--- src/hw/rtl/rdz_pkg.sv ---
`timescale 1ns / 1ps
// ----------------------------------------------------------------------------
// rdz_pkg: shared types and constants for the radial deadzone conditioner
// Payload structs, datapath widths, pipeline depths and register indexes.
// ----------------------------------------------------------------------------
package rdz_pkg;

	localparam int AXW  = 16;   // raw stick axis
	localparam int DZW  = 15;   // deadzone register
	localparam int TRW  = 8;    // trigger value
	localparam int RADW = 48;   // (x^2 + y^2) << 16
	localparam int MAGW = 24;   // magnitude, 8 fraction bits
	localparam int PAW  = 30;   // 32767 * |axis|
	localparam int NUMW = 54;   // divider numerator
	localparam int DENW = 39;   // divider denominator
	localparam int QW   = 16;   // quotient

	localparam int SQ_STAGES  = 6;
	localparam int SQ_STEPS   = 4;   // root bits per sqrt stage
	localparam int DIV_STAGES = 4;
	localparam int DIV_STEPS  = 4;   // quotient bits per divider stage

	localparam logic [DZW-1:0] AXIS_FULL = 15'd32767;
	localparam logic [TRW-1:0] TRIG_FULL = 8'd255;

	localparam logic [DZW-1:0] LEFT_DZ_RST  = 15'd7849;
	localparam logic [DZW-1:0] RIGHT_DZ_RST = 15'd8689;
	localparam logic [TRW-1:0] TRIG_THR_RST = 8'd30;

	typedef enum logic [1:0] {
		CFG_LEFT_DZ  = 2'd0,
		CFG_RIGHT_DZ = 2'd1,
		CFG_TRIG_THR = 2'd2
	} cfg_idx_t;

	typedef struct packed {
		logic signed [AXW-1:0] left_stick_x;
		logic signed [AXW-1:0] left_stick_y;
		logic signed [AXW-1:0] right_stick_x;
		logic signed [AXW-1:0] right_stick_y;
		logic        [TRW-1:0] left_trigger_raw;
		logic        [TRW-1:0] right_trigger_raw;
	} in_t;

	typedef struct packed {
		logic signed [AXW-1:0] left_out_x;
		logic signed [AXW-1:0] left_out_y;
		logic signed [AXW-1:0] right_out_x;
		logic signed [AXW-1:0] right_out_y;
		logic        [TRW-1:0] left_trigger_out;
		logic        [TRW-1:0] right_trigger_out;
	} out_t;

endpackage

--- src/hw/rtl/rdz_div.sv ---
`timescale 1ns / 1ps
// ----------------------------------------------------------------------------
// rdz_div: pipelined unsigned divider
// Restoring division, DIV_STEPS quotient bits per stage; quotient < 2^QW.
// ----------------------------------------------------------------------------
module rdz_div (
	input  logic                      clk,
	input  logic                      en,
	input  logic [rdz_pkg::NUMW-1:0]  num,
	input  logic [rdz_pkg::DENW-1:0]  den,
	output logic [rdz_pkg::QW-1:0]    quo
);
	import rdz_pkg::*;

	logic [NUMW-1:0] rem_s [DIV_STAGES];
	logic [DENW-1:0] den_s [DIV_STAGES];
	logic [QW-1:0]   q_s   [DIV_STAGES];
	logic [NUMW-1:0] rem_n [DIV_STAGES];
	logic [QW-1:0]   q_n   [DIV_STAGES];

	always_comb begin
		logic [NUMW-1:0] rm;
		logic [DENW-1:0] d;
		logic [QW-1:0]   q;
		logic [NUMW:0]   rw;
		logic [NUMW:0]   sh;
		for (int k = 0; k < DIV_STAGES; k++) begin
			if (k == 0) begin
				rm = num;
				d  = den;
				q  = '0;
			end else begin
				rm = rem_s[k-1];
				d  = den_s[k-1];
				q  = q_s[k-1];
			end
			for (int j = 0; j < DIV_STEPS; j++) begin
				rw = {1'b0, rm};
				sh = {{(NUMW+1-DENW){1'b0}}, d} << (QW - 1 - k * DIV_STEPS - j);
				if (rw >= sh) begin
					rw = rw - sh;
					q  = {q[QW-2:0], 1'b1};
				end else begin
					q  = {q[QW-2:0], 1'b0};
				end
				rm = rw[NUMW-1:0];
			end
			rem_n[k] = rm;
			q_n[k]   = q;
		end
	end

	always_ff @(posedge clk) begin
		if (en) begin
			for (int k = 0; k < DIV_STAGES; k++) begin
				rem_s[k] <= rem_n[k];
				q_s[k]   <= q_n[k];
				den_s[k] <= (k == 0) ? den : den_s[k-1];
			end
		end
	end

	assign quo = q_s[DIV_STAGES-1];

endmodule
--- config.mk ---
export PLATFORM = sky130hd
export DESIGN_NAME = rdz_div
export DESIGN_NICKNAME = d
export VERILOG_FILES = /design/src/hw/rtl/rdz_pkg.sv /design/src/hw/rtl/rdz_div.sv
export SDC_FILE = /design/constraint.sdc
export NUM_CORES = 2
export LEC_CHECK = 0
export BUFFER_PORTS_ARGS = -buffer_cell sky130_fd_sc_hd__clkbuf_2
export CORE_ASPECT_RATIO = 0.5
export CORE_MARGIN = 8
export CORE_UTILIZATION = 60
export DETAILED_ROUTE_END_ITERATION = 7
export GPL_TIMING_DRIVEN = 0
export PLACE_DENSITY = 0.84
export SLEW_MARGIN = 20
export SYNTH_ARGS = -nofsm -noshare
export SYNTH_HDL_FRONTEND = slang
export SYNTH_SLANG_ARGS = --single-unit
--- constraint.sdc ---
create_clock -name clk -period 15.31 [get_ports clk]
set_input_delay 1.531 -clock clk [delete_from_list [all_inputs] [get_ports clk]]
set_output_delay 1.531 -clock clk [all_outputs]
set_load 0.01 [all_outputs]
==> metrics <==
startpoint types primary input; drt drc 0; Die Area 93,700 sq um; effective utilization at floorplan 60.2%; worst hold endpoint q_s[3][10]; Max Root-Sink Buffers 3; Worst path slowest cell nor4_2; Skew-Pair Late Insertion Delay 0.57 ns; Top delay family on crit path compound AO/OA/AOI/OAI gates; number of global-route vias before repair 48,909; DR pass1 iterations 6; outcome finished, violations left; Tmin final 15.46 ns; layout cells sized above 1 12.8%; global route overflow 0; largest cells by area after synthesis edfxtp_1, ha_1, a21oi_1; CTS Buf Count 34; Final Util 66.9%; ANT cells 0; Tcrit/Tclk final 101%; Crit path buffers/inverters 29; reg2reg setup slack 0.31 ns; Compound-Gate Fraction of Synth Area 27.4%; Mapped Cells 6,437; Clk pin slew, worst setup/hold paths 0.06 ns; main combinational cell family by area after synthesis compound AO/OA/AOI/OAI gates; failing checks negative setup slack; Max-Slew Margin vs Limit 19.4%; Yosys top cell by area edfxtp_1; Worst-Margin Slew 1.19 ns; simple-gate portion of the synthesized area 20.3%; Area Growth Syn to Fin 11.2%; Max Fclk 64.7 MHz; initial antenna violation count 1; DRT met1 WL 68.8 mm; HP Class register to register; global placement routability congestion 1.04; Pins Over Slew Limit 0; via count 51,586; Rows 75; Tot GR Track Use 33.7%; Post-Synth Adder-Cell Area 16.2%; Routed WL 169 mm; crit path DAT 15.77 ns; chip height 220 um; met3 WL 12.9 mm; synthesized flop and latch total 319; most used cell along the critical path buf_4; initial DRC count 5,357; post-place setup slack -5.29 ns; Reg2Reg Depth 66; TritonCTS clock tree done; max-cap violations 0; most numerous cell in the Yosys netlist a21oi_1; vias per cell 6.58; Antenna Nets Post-Route 0; top sig layer met4; post-DR wirelength/cell 21.5 um; Placed Cells 7,666; setup violators final 2; CTS H-Tree Depth 2; skew final 0.0310 ns; Syn. warnings 0; metal2 WL 75.3 mm; DP HPWL 136 mm; syn_nets 7,171; port bufs 110; setup ws final -0.147 ns; Post-synth EDFFs 319; Syn Area/Cell 7.79 sq um; DIE WIDTH 425 um; Fin. Hold Viols 0; dominant register cell in the synthesized netlist edfxtp_1; slowest stage delay, CP 0.56 ns; I/O pin cnt 111; maximum fanout along the worst path 10; fraction of registers with async set/reset 0%; Post-Layout Cell Count 7,845; XOR/XNOR Fraction of Synth Area 9.35%; Setup CP Type primary input to register; Root Driver clkbuf_16; Clock Sinks 319; Netlist Area Pre-Place 50,200 sq um; share of the synthesized area in the top cell type 19.1%; worst hold start q_s[2][6]; total core area 83,300 sq um; Final nets 7,443; R2R Path End rem_s[2][19]; count of unique library cells instantiated by Yosys 123; first-pass GRT wire length 257 mm; CP Capture Type register; Worst Hold Depth 0; post-synthesis mux area share 3.59%; largest net degree at the start of global routing 103; Crit Reg-Reg Startpoint den_s[1][17]; sequential area share after synthesis 19.1%; Worst EP required 15.62 ns; Post-synth top cells a21oi_1, nor2_1, ha_1, nand2_1, o21ai_0
-- sequential cells by signal, summed over array words and instances, names as in the netlist --
name	flops
rem_s	162
den_s	117
q_s	40
-- timing repair --
action,CTS,global route
gates resized for setup,219,232
gates cloned,0,1
setup endpoints to repair,142,142
hold buffers,0,0
pin swaps,34,77
setup buffers,62,78
-- metal layers --
metal  vias up  GRT usage (%)
li1      24337              -
met1     23930           42.0
met2      2693           57.2
met3       626           3.23
met4         0           20.3
met5         -              0
-- kinds of logic (layout without fill, tap and decap cells) --
family | Yosys count | after routing
fa+ha+maj | 639 | 639
xor+xnor | 532 | 532
simple gates | 2121 | 2121
mux | 155 | 155
buf+inv | 517 | 809
compound gates | 2154 | 2154
flops | 319 | 319
-- worst max path at each step --
stage                            from           end  depth (start not counted)  slack (ns)
final                          num[7]  rem_s[0][22]                         74       -0.15
after global placement         num[0]  rem_s[0][49]                         64       -5.01
after CTS                 den_s[2][1]     q_s[3][0]                         65       0.003
after detailed placement       num[3]  rem_s[0][49]                         64       -5.29
after floorplan                den[1]  rem_s[0][23]                         67        0.01
after global routing           den[5]  rem_s[0][22]                         79       -0.23
-- per-stage QoR --
stage	hold WS [ns]	TNS (ns)	instance area (sq um)
floorplan	0.400	0	50200
global placement	0.400	-478.76	52200
detailed placement	0.405	-521.55	52300
CTS	0.419	0	54500
global route	0.423	-8.62	55800
finish	0.418	-0.190	55800
-- cells in the final DEF, fill, tap and decap left out, types with 36 or more instances in the layout --
master / Yosys / routed
a31oi_1: 44 / 36
and3_1: 49 / 49
nand2b_1: 99 / 98
nand3_1: 122 / 118
nor3_1: 129 / 122
o31ai_1: 66 / 56
o21ai_0: 436 / 411
a211oi_1: 44 / 38
edfxtp_1: 319 / 319
inv_1: 347 / 324
xor2_1: 168 / 168
a21oi_1: 715 / 676
or3_1: 52 / 50
o21a_1: 119 / 119
and2_1: 48 / 48
xnor2_1: 360 / 360
mux2_2: 104 / 104
clkbuf_2: 0 / 123
nor2_1: 628 / 612
buf_4: 2 / 156
clkbuf_1: 116 / 39
a21o_1: 300 / 300
nand2_1: 607 / 607
ha_1: 624 / 593
nor2b_1: 85 / 84
o211ai_1: 40 / 40
o21bai_1: 85 / 83
nand4_1: 119 / 119
-- layout make-up --
class | count | area (sq um)
clock buffers | 36 | 880
repair buffers | 254 | 1710
multi-input cells | 5601 | 39600
plain buffers | 146 | 1010
fillers | 6780 | 27600
flip-flops and latches | 319 | 9580
well taps | 1116 | 1400
clock inverters | 20 | 246
inverters | 353 | 1360
Power is left out: the tool's default activity adds up to more than one toggle a clock period on the data nets, which glitch-free logic cannot reach.
